===== config.mk =====
export PLATFORM = sky130hd
export DESIGN_NAME = tlv_frame_parser_crc16_unit_flat
export DESIGN_NICKNAME = d
export VERILOG_FILES = /design/src/design/tlvfp_pkg.sv /design/src/design/tlvfp_in_if.sv /design/src/design/tlvfp_out_if.sv /design/src/design/tlvfp_apb_regs.sv /design/src/design/tlv_frame_parser_crc16_unit.sv /design/src/flat_wrapper.sv
export SDC_FILE = /design/constraint.sdc
export NUM_CORES = 1
export LEC_CHECK = 0
export CORE_UTILIZATION = 40
export CTS_BUF_LIST = sky130_fd_sc_hd__clkbuf_4
export CTS_CLUSTER_DIAMETER = 60
export DETAILED_ROUTE_END_ITERATION = 7
export DONT_BUFFER_PORTS = 1
export GPL_ROUTABILITY_DRIVEN = 0
export PLACE_DENSITY = 0.6
export SYNTH_ARGS = -nofsm -noshare
export SYNTH_HDL_FRONTEND = slang
export SYNTH_SLANG_ARGS = --single-unit

===== constraint.sdc =====
create_clock -name clk_i -period 3.72 [get_ports clk_i]
set_input_delay 1.116 -clock clk_i [delete_from_list [all_inputs] [get_ports clk_i]]
set_output_delay 1.116 -clock clk_i [all_outputs]
set_load 0.1 [all_outputs]

===== src/design/tlvfp_pkg.sv =====
package tlvfp_pkg;

  // frame and tlv limits
  localparam int unsigned MAX_TLV_COUNT     = 16;
  localparam int unsigned MAX_PAYLOAD_BYTES = 255;

  // register file
  localparam int unsigned APB_DATA_W       = 32;
  localparam int unsigned APB_ADDR_W       = 3;
  localparam logic [7:0]  START_BYTE_RESET = 8'hAA;

  // crc-16/ccitt, msb first
  localparam logic [15:0] CRC_INIT = 16'hFFFF;
  localparam logic [15:0] CRC_POLY = 16'h1021;

  // byte roles within the tlv walk
  localparam logic [1:0] ROLE_TYPE   = 2'd0;
  localparam logic [1:0] ROLE_LEN    = 2'd1;
  localparam logic [1:0] ROLE_VALUE  = 2'd2;
  localparam logic [1:0] ROLE_BEYOND = 2'd3;

  // frame status codes
  localparam logic [1:0] STATUS_OK        = 2'd0;
  localparam logic [1:0] STATUS_CRC       = 2'd1;
  localparam logic [1:0] STATUS_MALFORMED = 2'd2;

  // result word kinds
  localparam logic KIND_PAYLOAD = 1'b0;
  localparam logic KIND_STATUS  = 1'b1;

  // one result word
  typedef struct packed {
    logic       kind;
    logic [7:0] byte_value;
    logic [1:0] byte_role;
    logic [3:0] tlv_index;
    logic [7:0] value_position;
    logic [7:0] tlv_type;
    logic [7:0] seq_number;
    logic [7:0] payload_length;
    logic [4:0] tlv_count;
    logic [1:0] status;
  } result_t;

  // apb request toward the register file
  typedef struct packed {
    logic                  psel;
    logic                  penable;
    logic                  pwrite;
    logic [APB_ADDR_W-1:0] paddr;
    logic [APB_DATA_W-1:0] pwdata;
  } apb_req_t;

  // crc update over one byte, eight shift steps
  function automatic logic [15:0] crc16_byte(input logic [15:0] crc, input logic [7:0] b);
    logic [15:0] c;
    c = crc ^ {b, 8'h00};
    for (int i = 0; i < 8; i++) begin
      if (c[15]) begin
        c = {c[14:0], 1'b0} ^ CRC_POLY;
      end else begin
        c = {c[14:0], 1'b0};
      end
    end
    return c;
  endfunction

endpackage


===== src/design/tlvfp_in_if.sv =====
interface tlvfp_in_if;
  logic       valid;
  logic       ready;
  logic [7:0] data_byte;
  logic       last_byte;

  modport source (output valid, output data_byte, output last_byte, input ready);
  modport sink (input valid, input data_byte, input last_byte, output ready);
endinterface


===== src/design/tlvfp_out_if.sv =====
interface tlvfp_out_if;
  logic       valid;
  logic       ready;
  logic       kind;
  logic [7:0] byte_value;
  logic [1:0] byte_role;
  logic [3:0] tlv_index;
  logic [7:0] value_position;
  logic [7:0] tlv_type;
  logic [7:0] seq_number;
  logic [7:0] payload_length;
  logic [4:0] tlv_count;
  logic [1:0] status;

  modport source (
    output valid, output kind, output byte_value, output byte_role, output tlv_index,
    output value_position, output tlv_type, output seq_number, output payload_length,
    output tlv_count, output status, input ready
  );
  modport sink (
    input valid, input kind, input byte_value, input byte_role, input tlv_index,
    input value_position, input tlv_type, input seq_number, input payload_length,
    input tlv_count, input status, output ready
  );
endinterface


===== src/design/tlvfp_apb_regs.sv =====
module tlvfp_apb_regs (
  input  logic                               clk_i,
  input  logic                               rst_ni,
  input  tlvfp_pkg::apb_req_t                req_i,
  output logic [tlvfp_pkg::APB_DATA_W-1:0]   prdata_o,
  output logic                               pready_o,
  output logic [7:0]                         start_byte_o
);

  logic [7:0] start_byte_q;
  logic [7:0] start_byte_d;
  logic       hit_start;

  // word zero holds the start byte, higher words read as zero
  assign hit_start = (req_i.paddr[tlvfp_pkg::APB_ADDR_W-1:2] == '0);

  // write on the access phase
  always_comb begin
    start_byte_d = start_byte_q;
    if (req_i.psel && req_i.penable && req_i.pwrite && hit_start) begin
      start_byte_d = req_i.pwdata[7:0];
    end
  end

  always_ff @(posedge clk_i or negedge rst_ni) begin
    if (!rst_ni) begin
      start_byte_q <= tlvfp_pkg::START_BYTE_RESET;
    end else begin
      start_byte_q <= start_byte_d;
    end
  end

  // read back
  assign prdata_o     = hit_start ? {(tlvfp_pkg::APB_DATA_W - 8)'(0), start_byte_q} : '0;
  assign pready_o     = 1'b1;
  assign start_byte_o = start_byte_q;

endmodule


===== src/design/tlv_frame_parser_crc16_unit.sv =====
// TLV frame parser with CRC-16/CCITT check.
// in_i takes the received buffer one byte per word, last_byte marking the
// final byte. A frame is start byte, sequence, length, payload and a CRC-16
// (init 0xFFFF, poly 0x1021) sent low byte first, over sequence, length
// and payload. Each payload byte leaves on out_o as a payload word tagged
// with its tlv role, index, type and value position; the last byte of the
// buffer yields one status word instead (ok, crc mismatch or malformed) and
// the parser returns to its idle frame state.
// Results are registered and appear in the cycle after their byte is
// accepted. One byte is taken every cycle: the per-byte crc update and tlv
// tracking sit between the state registers and the result register.
// in_i.ready drops only while a result waits and out_o.ready is low; the
// waiting word then holds until taken. Reset clears the frame state and
// sets the start byte register to 0xAA. The user must write the APB port
// (start byte at address 0) only while idle; the unit does not enforce it.
module tlv_frame_parser_crc16_unit (
  input  logic                             clk_i,
  input  logic                             rst_ni,
  tlvfp_in_if.sink                         in_i,
  tlvfp_out_if.source                      out_o,
  input  logic                             psel,
  input  logic                             penable,
  input  logic                             pwrite,
  input  logic [tlvfp_pkg::APB_ADDR_W-1:0] paddr,
  input  logic [tlvfp_pkg::APB_DATA_W-1:0] pwdata,
  output logic [tlvfp_pkg::APB_DATA_W-1:0] prdata,
  output logic                             pready
);

  // frame phases
  localparam logic [2:0] PH_START   = 3'd0;
  localparam logic [2:0] PH_SEQ     = 3'd1;
  localparam logic [2:0] PH_LEN     = 3'd2;
  localparam logic [2:0] PH_PAYLOAD = 3'd3;
  localparam logic [2:0] PH_CRC_LO  = 3'd4;
  localparam logic [2:0] PH_CRC_HI  = 3'd5;
  localparam logic [2:0] PH_DONE    = 3'd6;
  localparam logic [2:0] PH_SKIP    = 3'd7;

  // error flag bits
  localparam int unsigned ERR_FRAME = 0;
  localparam int unsigned ERR_CRC   = 1;
  localparam int unsigned ERR_TLV   = 2;

  tlvfp_pkg::apb_req_t apb_req;
  logic [7:0]          start_byte;

  logic [2:0]  phase_q, phase_d;
  logic [7:0]  seen_q, seen_d;
  logic [7:0]  seq_q, seq_d;
  logic [7:0]  len_q, len_d;
  logic [15:0] crc_q, crc_d;
  logic [7:0]  crc_lo_q, crc_lo_d;
  logic [4:0]  cnt_q, cnt_d;
  logic [7:0]  rem_q, rem_d;
  logic [1:0]  role_q, role_d;
  logic [7:0]  ctype_q, ctype_d;
  logic [7:0]  vpos_q, vpos_d;
  logic [2:0]  err_q, err_d;

  logic        accept;
  logic        in_ready;
  logic        emit;
  logic        produce;
  logic [1:0]  role_cur;
  logic [3:0]  o_idx;
  logic [7:0]  o_pos;
  logic [7:0]  o_typ;
  logic [7:0]  seen_new;
  logic [7:0]  rem_new;
  logic [1:0]  st;
  logic [7:0]  b;

  tlvfp_pkg::result_t res_d, res_q;
  logic               out_valid_q, out_valid_d;

  // register file
  assign apb_req = '{psel: psel, penable: penable, pwrite: pwrite, paddr: paddr,
                     pwdata: pwdata};

  tlvfp_apb_regs u_regs (
    .clk_i       (clk_i),
    .rst_ni      (rst_ni),
    .req_i       (apb_req),
    .prdata_o    (prdata),
    .pready_o    (pready),
    .start_byte_o(start_byte)
  );

  // take a byte whenever the result register is free or draining
  assign in_ready   = !out_valid_q || out_o.ready;
  assign in_i.ready = in_ready;
  assign accept     = in_i.valid && in_ready;
  assign b          = in_i.data_byte;

  // frame walk for one byte
  always_comb begin
    phase_d  = phase_q;
    seen_d   = seen_q;
    seq_d    = seq_q;
    len_d    = len_q;
    crc_d    = crc_q;
    crc_lo_d = crc_lo_q;
    cnt_d    = cnt_q;
    rem_d    = rem_q;
    role_d   = role_q;
    ctype_d  = ctype_q;
    vpos_d   = vpos_q;
    err_d    = err_q;
    emit     = 1'b0;
    role_cur = role_q;
    o_idx    = '0;
    o_pos    = '0;
    o_typ    = '0;
    seen_new = seen_q + 8'd1;
    rem_new  = rem_q - 8'd1;

    unique case (phase_q)
      PH_START: begin
        if (b == start_byte) begin
          phase_d = PH_SEQ;
        end else begin
          err_d[ERR_FRAME] = 1'b1;
          phase_d          = PH_SKIP;
        end
      end
      PH_SEQ: begin
        seq_d   = b;
        crc_d   = tlvfp_pkg::crc16_byte(crc_q, b);
        phase_d = PH_LEN;
      end
      PH_LEN: begin
        len_d = b;
        crc_d = tlvfp_pkg::crc16_byte(crc_q, b);
        if ({1'b0, b} > 9'(tlvfp_pkg::MAX_PAYLOAD_BYTES)) begin
          err_d[ERR_FRAME] = 1'b1;
          phase_d          = PH_SKIP;
        end else begin
          phase_d = (b != 8'd0) ? PH_PAYLOAD : PH_CRC_LO;
        end
      end
      PH_PAYLOAD: begin
        crc_d  = tlvfp_pkg::crc16_byte(crc_q, b);
        seen_d = seen_new;
        emit   = 1'b1;
        // tlv limit reached: rest of payload is beyond the walk
        if (role_q == tlvfp_pkg::ROLE_TYPE && cnt_q >= 5'(tlvfp_pkg::MAX_TLV_COUNT)) begin
          role_cur = tlvfp_pkg::ROLE_BEYOND;
        end
        role_d = role_cur;
        unique case (role_cur)
          tlvfp_pkg::ROLE_TYPE: begin
            o_idx   = cnt_q[3:0];
            o_typ   = b;
            ctype_d = b;
            role_d  = tlvfp_pkg::ROLE_LEN;
          end
          tlvfp_pkg::ROLE_LEN: begin
            o_idx = cnt_q[3:0];
            o_typ = ctype_q;
            if (b > (len_q - seen_new)) begin
              err_d[ERR_TLV] = 1'b1;
            end
            rem_d  = b;
            vpos_d = '0;
            if (b == 8'd0) begin
              cnt_d  = cnt_q + 5'd1;
              role_d = tlvfp_pkg::ROLE_TYPE;
            end else begin
              role_d = tlvfp_pkg::ROLE_VALUE;
            end
          end
          tlvfp_pkg::ROLE_VALUE: begin
            o_idx  = cnt_q[3:0];
            o_typ  = ctype_q;
            o_pos  = vpos_q;
            vpos_d = vpos_q + 8'd1;
            rem_d  = rem_new;
            if (rem_new == 8'd0) begin
              cnt_d  = cnt_q + 5'd1;
              role_d = tlvfp_pkg::ROLE_TYPE;
            end
          end
          default: begin
          end
        endcase
        // payload end: a dangling type byte is a bad walk
        if (seen_new == len_q) begin
          if (role_d == tlvfp_pkg::ROLE_LEN) begin
            err_d[ERR_TLV] = 1'b1;
          end
          phase_d = PH_CRC_LO;
        end
      end
      PH_CRC_LO: begin
        crc_lo_d = b;
        phase_d  = PH_CRC_HI;
      end
      PH_CRC_HI: begin
        if ({b, crc_lo_q} != crc_q) begin
          err_d[ERR_CRC] = 1'b1;
        end
        phase_d = PH_DONE;
      end
      default: begin
      end
    endcase
  end

  // status with precedence: framing, crc, tlv walk
  always_comb begin
    priority if (err_d[ERR_FRAME] || phase_d != PH_DONE) begin
      st = tlvfp_pkg::STATUS_MALFORMED;
    end else if (err_d[ERR_CRC]) begin
      st = tlvfp_pkg::STATUS_CRC;
    end else if (err_d[ERR_TLV]) begin
      st = tlvfp_pkg::STATUS_MALFORMED;
    end else begin
      st = tlvfp_pkg::STATUS_OK;
    end
  end

  // result word
  always_comb begin
    res_d = '0;
    if (in_i.last_byte) begin
      res_d.kind           = tlvfp_pkg::KIND_STATUS;
      res_d.seq_number     = seq_d;
      res_d.payload_length = len_d;
      res_d.tlv_count      = (st == tlvfp_pkg::STATUS_OK) ? cnt_d : '0;
      res_d.status         = st;
    end else begin
      res_d.kind           = tlvfp_pkg::KIND_PAYLOAD;
      res_d.byte_value     = b;
      res_d.byte_role      = role_cur;
      res_d.tlv_index      = o_idx;
      res_d.value_position = o_pos;
      res_d.tlv_type       = o_typ;
    end
  end

  assign produce = accept && (in_i.last_byte || emit);

  // result register valid
  always_comb begin
    out_valid_d = out_valid_q;
    if (in_ready) begin
      out_valid_d = produce;
    end
  end

  // frame state, cleared after the buffer's last byte
  always_ff @(posedge clk_i or negedge rst_ni) begin
    if (!rst_ni) begin
      phase_q  <= PH_START;
      seen_q   <= '0;
      seq_q    <= '0;
      len_q    <= '0;
      crc_q    <= tlvfp_pkg::CRC_INIT;
      crc_lo_q <= '0;
      cnt_q    <= '0;
      rem_q    <= '0;
      role_q   <= tlvfp_pkg::ROLE_TYPE;
      ctype_q  <= '0;
      vpos_q   <= '0;
      err_q    <= '0;
    end else if (accept) begin
      if (in_i.last_byte) begin
        phase_q  <= PH_START;
        seen_q   <= '0;
        seq_q    <= '0;
        len_q    <= '0;
        crc_q    <= tlvfp_pkg::CRC_INIT;
        crc_lo_q <= '0;
        cnt_q    <= '0;
        rem_q    <= '0;
        role_q   <= tlvfp_pkg::ROLE_TYPE;
        ctype_q  <= '0;
        vpos_q   <= '0;
        err_q    <= '0;
      end else begin
        phase_q  <= phase_d;
        seen_q   <= seen_d;
        seq_q    <= seq_d;
        len_q    <= len_d;
        crc_q    <= crc_d;
        crc_lo_q <= crc_lo_d;
        cnt_q    <= cnt_d;
        rem_q    <= rem_d;
        role_q   <= role_d;
        ctype_q  <= ctype_d;
        vpos_q   <= vpos_d;
        err_q    <= err_d;
      end
    end
  end

  always_ff @(posedge clk_i or negedge rst_ni) begin
    if (!rst_ni) begin
      out_valid_q <= 1'b0;
    end else begin
      out_valid_q <= out_valid_d;
    end
  end

  always_ff @(posedge clk_i) begin
    if (produce) begin
      res_q <= res_d;
    end
  end

  // output channel
  assign out_o.valid          = out_valid_q;
  assign out_o.kind           = res_q.kind;
  assign out_o.byte_value     = res_q.byte_value;
  assign out_o.byte_role      = res_q.byte_role;
  assign out_o.tlv_index      = res_q.tlv_index;
  assign out_o.value_position = res_q.value_position;
  assign out_o.tlv_type       = res_q.tlv_type;
  assign out_o.seq_number     = res_q.seq_number;
  assign out_o.payload_length = res_q.payload_length;
  assign out_o.tlv_count      = res_q.tlv_count;
  assign out_o.status         = res_q.status;

endmodule

===== src/flat_wrapper.sv =====
// flat-port wrapper written by rule: the top's interface ports become plain ports
module tlv_frame_parser_crc16_unit_flat 
  (clk_i, rst_ni, psel, penable, pwrite, paddr, pwdata, prdata, pready, in_i_valid, in_i_data_byte, in_i_last_byte, in_i_ready, out_o_valid, out_o_kind, out_o_byte_value, out_o_byte_role, out_o_tlv_index, out_o_value_position, out_o_tlv_type, out_o_seq_number, out_o_payload_length, out_o_tlv_count, out_o_status, out_o_ready);
  tlvfp_in_if in_i_i ();
  tlvfp_out_if out_o_i ();
  input  logic clk_i;
  input  logic rst_ni;
  input  logic psel;
  input  logic penable;
  input  logic pwrite;
  input  logic [tlvfp_pkg::APB_ADDR_W-1:0] paddr;
  input  logic [tlvfp_pkg::APB_DATA_W-1:0] pwdata;
  output logic [tlvfp_pkg::APB_DATA_W-1:0] prdata;
  output logic pready;
  input wire logic [$bits(in_i_i.valid)-1:0] in_i_valid;
  input wire logic [$bits(in_i_i.data_byte)-1:0] in_i_data_byte;
  input wire logic [$bits(in_i_i.last_byte)-1:0] in_i_last_byte;
  output wire logic [$bits(in_i_i.ready)-1:0] in_i_ready;
  output wire logic [$bits(out_o_i.valid)-1:0] out_o_valid;
  output wire logic [$bits(out_o_i.kind)-1:0] out_o_kind;
  output wire logic [$bits(out_o_i.byte_value)-1:0] out_o_byte_value;
  output wire logic [$bits(out_o_i.byte_role)-1:0] out_o_byte_role;
  output wire logic [$bits(out_o_i.tlv_index)-1:0] out_o_tlv_index;
  output wire logic [$bits(out_o_i.value_position)-1:0] out_o_value_position;
  output wire logic [$bits(out_o_i.tlv_type)-1:0] out_o_tlv_type;
  output wire logic [$bits(out_o_i.seq_number)-1:0] out_o_seq_number;
  output wire logic [$bits(out_o_i.payload_length)-1:0] out_o_payload_length;
  output wire logic [$bits(out_o_i.tlv_count)-1:0] out_o_tlv_count;
  output wire logic [$bits(out_o_i.status)-1:0] out_o_status;
  input wire logic [$bits(out_o_i.ready)-1:0] out_o_ready;
  assign in_i_i.valid = in_i_valid;
  assign in_i_i.data_byte = in_i_data_byte;
  assign in_i_i.last_byte = in_i_last_byte;
  assign in_i_ready = in_i_i.ready;
  assign out_o_valid = out_o_i.valid;
  assign out_o_kind = out_o_i.kind;
  assign out_o_byte_value = out_o_i.byte_value;
  assign out_o_byte_role = out_o_i.byte_role;
  assign out_o_tlv_index = out_o_i.tlv_index;
  assign out_o_value_position = out_o_i.value_position;
  assign out_o_tlv_type = out_o_i.tlv_type;
  assign out_o_seq_number = out_o_i.seq_number;
  assign out_o_payload_length = out_o_i.payload_length;
  assign out_o_tlv_count = out_o_i.tlv_count;
  assign out_o_status = out_o_i.status;
  assign out_o_i.ready = out_o_ready;
  tlv_frame_parser_crc16_unit u_core (.clk_i(clk_i), .rst_ni(rst_ni), .in_i(in_i_i), .out_o(out_o_i), .psel(psel), .penable(penable), .pwrite(pwrite), .paddr(paddr), .pwdata(pwdata), .prdata(prdata), .pready(pready));
endmodule

==> reports/metrics.cfg <==
[run_status]
status = finished, violations left
violations = setup timing

[placement]
post-place-ws_ns = -0.263
io_buffers = 0
place_area_um2 = 8300
hpwl_um = 12200

[timing]
timing.setup.tns_ns = -0.156
slew_headroom_pct = 26.2
finalCritPeriodShare_pct = 101
hold_viol = 0
rsz0062_at_grt = true
fmax_mhz = 265
period_needed_ns = 3.77
clock_skew_ns = 0.0322
tightest_slew_ns = 1.10
setup_viol = 5
drv_slew = 0
fin_ws_ns = -0.0525

[global_routing]
grt.total_usage_pct = 18.9
antenna_found_initial = 1
grt_max_degree = 95
grt_overflow_total = 0
grt_pass1_vias = 5446
grt_pass1_wl_um = 29100

[die]
coreArea_um2 = 19400
dieArea_um2 = 20300
num_rows = 51
start_util_pct = 40.7
ios = 140
die_w_um = 142
die_h_um = 142

[route]
detail_route.wl_per_cell_um = 16.7
remaining_drc_errors = 0
dr.first_iter.drc_count = 354
vias = 5775
routed_wl_um = 18400
drt-pass1-iter-count = 6
vias_per_cell = 5.24
antenna_left = 0

[clock_tree]
clockBufferDepth = 2
cts_num_sinks = 148
cts_tree = yes
numCtsBuffers = 17
cts-root-buf = clkbuf_4
insertion_delay_ns = 0.59
clk_pin_slew_worst_paths_ns = 0.15
hold_buffers = 0
h-tree-depth = 4

[power_and_ir_drop]
p_clk_share_pct = 17.4
peakVddDrop_mv = 0.288
power_switching_share_pct = 43.7
comb_power_share_pct = 39.2
power_density_nw_per_um2 = 768
internal_power_w = 0.00379
power.leakage_nw = 3.53
p_total_w = 0.00674
p_switching_w = 0.00294
pwr-share-seq_pct = 43.4

[synth]
syn_inst = 802
ys_warn_count = 0
ys_ff_latch = 148
async_flop_share_pct = 63.5
syn_avg_cell_area_um2 = 9.84
ys_types = 60
synth_edf_count = 54
synth-main-ff-cell = dfrtp_1
ys_seq_area_share_pct = 50.7
synth_area_um2 = 7890

[layout]
regArea_um2 = 4000
multiInputGateArea_um2 = 3680
design_area_um2 = 8780
utilization_pct = 45.2
synthToLayoutAreaGrowth_pct = 11.2
fillers = 1883
nNetsFinal = 899
drive_gt1_share_pct = 16.9

[worst_setup_path]
cp-start-kind = register
r2r_cells = 17
reg2reg_setup_slack_ns = -0.05
crit_path_end_kind = register
worstReg2RegEnd = u_core.out_o.tlv_count[4]
crit_start = u_core.seen_q[0]
r2r-start = u_core.seen_q[0]
crit_end = u_core.out_o.tlv_count[4]
critical_path_class = register to register
path_max_fanout = 6
worstPathArrival_ns = 4.19
cp.required_ns = 4.14

[job]
cap_violations = 0

[worst_hold_path]
hp-class = primary input to async pin

-- Yosys cell counts (5+ instances only) --
| cell type | n | area [µm²] |
|---|---|---|
| xnor2_1 | 18 | 158 |
| nor3_1 | 13 | 65.1 |
| dfstp_2 | 20 | 526 |
| buf_4 | 25 | 188 |
| dfrtp_1 | 74 | 1850 |
| nand4_1 | 7 | 43.8 |
| nor2_1 | 61 | 229 |
| and2_1 | 14 | 87.6 |
| nor4_1 | 9 | 56.3 |
| nand2b_1 | 15 | 93.8 |
| inv_1 | 25 | 93.8 |
| mux2_2 | 8 | 90.1 |
| nand3b_1 | 5 | 37.5 |
| a21boi_0 | 29 | 218 |
| buf_2 | 7 | 35.0 |
| nand3_1 | 13 | 65.1 |
| edfxtp_1 | 54 | 1620 |
| nor2b_1 | 16 | 100 |
| clkbuf_1 | 31 | 116 |
| xor2_1 | 38 | 333 |
| nand2_1 | 95 | 357 |
| and3_1 | 9 | 56.3 |
| a21oi_1 | 42 | 210 |
| ha_1 | 24 | 300 |
| o21ai_0 | 84 | 420 |
| a22oi_1 | 10 | 75.1 |
-- layout by cell type (no fill, tap or decap), types with 3 or more instances in the layout --
| cell | count |
|---|---|
| nand2b_1 | 14 |
| nor2b_1 | 7 |
| and3_1 | 8 |
| nor3b_1 | 4 |
| conb_1 | 25 |
| xnor2_1 | 17 |
| o21ai_1 | 6 |
| o31ai_1 | 4 |
| inv_1 | 24 |
| nand2_1 | 95 |
| dfstp_2 | 20 |
| a21boi_0 | 28 |
| xor2_1 | 36 |
| ha_1 | 21 |
| bufinv_16 | 4 |
| nor3_1 | 13 |
| or3_1 | 4 |
| a22oi_1 | 10 |
| xnor2_2 | 3 |
| clkbuf_4 | 20 |
| buf_4 | 43 |
| nand3_1 | 12 |
| a21oi_2 | 5 |
| and2_1 | 14 |
| a21oi_1 | 37 |
| nor4_1 | 8 |
| nor2_1 | 60 |
| nor2b_2 | 8 |
| clkinv_4 | 3 |
| mux2_2 | 8 |
| nand3b_1 | 5 |
| dfrtp_1 | 74 |
| o21ai_0 | 80 |
| edfxtp_1 | 54 |
| nand4_1 | 7 |
-- kinds of logic after synthesis --
group / after synthesis / synth area share (%)
AND/OR/NAND/NOR: 278 / 17.3
AO/OA/AOI/OAI: 192 / 14.4
flip-flops: 148 / 50.7
buffers and inverters: 90 / 5.58
XOR/XNOR: 58 / 6.63
adder cells (fa/ha/maj): 25 / 4.06
multiplexers: 9 / 1.27
other: 2 / 0.0952
-- flip-flops by register name, indices dropped and copies added (netlist names), 3 cells and up --
signal,flops
u_core.out_o.byte_value,8
u_core.crc_q,16
u_core.len_q,8
u_core.cnt_q,5
u_core.out_o.seq_number,8
u_core.out_o.tlv_index,4
u_core.u_regs.start_byte_o,8
u_core.err_q,3
u_core.out_o.value_position,8
u_core.seen_q,8
u_core.crc_lo_q,8
u_core.vpos_q,8
u_core.phase_q,3
u_core.ctype_q,8
u_core.out_o.payload_length,8
u_core.out_o.tlv_count,5
u_core.out_o.tlv_type,8
u_core.rem_q,8
u_core.seq_q,8
-- power groups by stage --
stage | clock (W) | combinational [W] | sequential [W]
finish | 0.00117 | 0.00264 | 0.00293
detailed placement | 0 | 0.00252 | 0.00296
CTS | 0.00120 | 0.00259 | 0.00292
global placement | 0 | 0.00248 | 0.00295
floorplan | 0 | 0.00200 | 0.00286
global route | 0.00127 | 0.00294 | 0.00298
-- worst min-delay path by stage --
stage | to | startpoint | slack, ns
global route | u_core.ctype_q[7] | rst_ni | 0.15
finish | u_core.crc_lo_q[4] | rst_ni | 0.21
detailed placement | u_core.ctype_q[3] | u_core.ctype_q[3] | 0.47
CTS | u_core.ctype_q[2] | rst_ni | 0.17
global placement | u_core.ctype_q[1] | u_core.ctype_q[1] | 0.46
floorplan | u_core.seq_q[0] | u_core.seq_q[0] | 0.45
-- critical path, cell delays in order (launching register included) --
cell	delay (ns)
dfrtp_1	0.42
buf_6	0.15
inv_1	0.06
ha_1	0.22
fa_2	0.41
nor2b_4	0.11
o21ai_1	0.07
nand2b_1	0.10
a21o_1	0.14
a21oi_2	0.05
xor2_1	0.16
ha_1	0.29
nand4_1	0.10
or2_1	0.24
a41o_1	0.18
a211oi_2	0.22
or4b_4	0.56
a21oi_2	0.15
-- layout make-up --
type,count,share of cell area [%]
Sequential cell,148,45.6
Multi-Input combinational cell,587,41.9
Timing Repair Buffer,44,3.81
Tap cell,265,3.78
Clock inverter,12,2.07
Clock buffer,20,1.71
Inverter,25,1.11
Antenna cell,1,0.0285
-- per-stage QoR --
stage          hold WS, ns  instances
2_1_floorplan        0.450        825
3_3_place_gp         0.463       1064
3_5_place_dp         0.472       1064
4_1_cts              0.172       1100
5_1_grt              0.148       1102
6_report             0.207       1102
-- routing by layer --
layer  routed length, µm  GRT usage, %  vias to the layer above
met2                8880          30.5                      162
met5                   0             0                        -
met4                 277          6.00                        0
met1                8170          24.8                     2796
met3                1040          4.61                       25
li1                    -             -                     2792
-- repair_timing --
action / CTS / global route
gates resized for setup: 13 / 13
endpoints found under the setup margin: 6 / 6
setup buffers: 4 / 1
pin swaps: 10 / 16
Power figures use the tool's default switching activity.
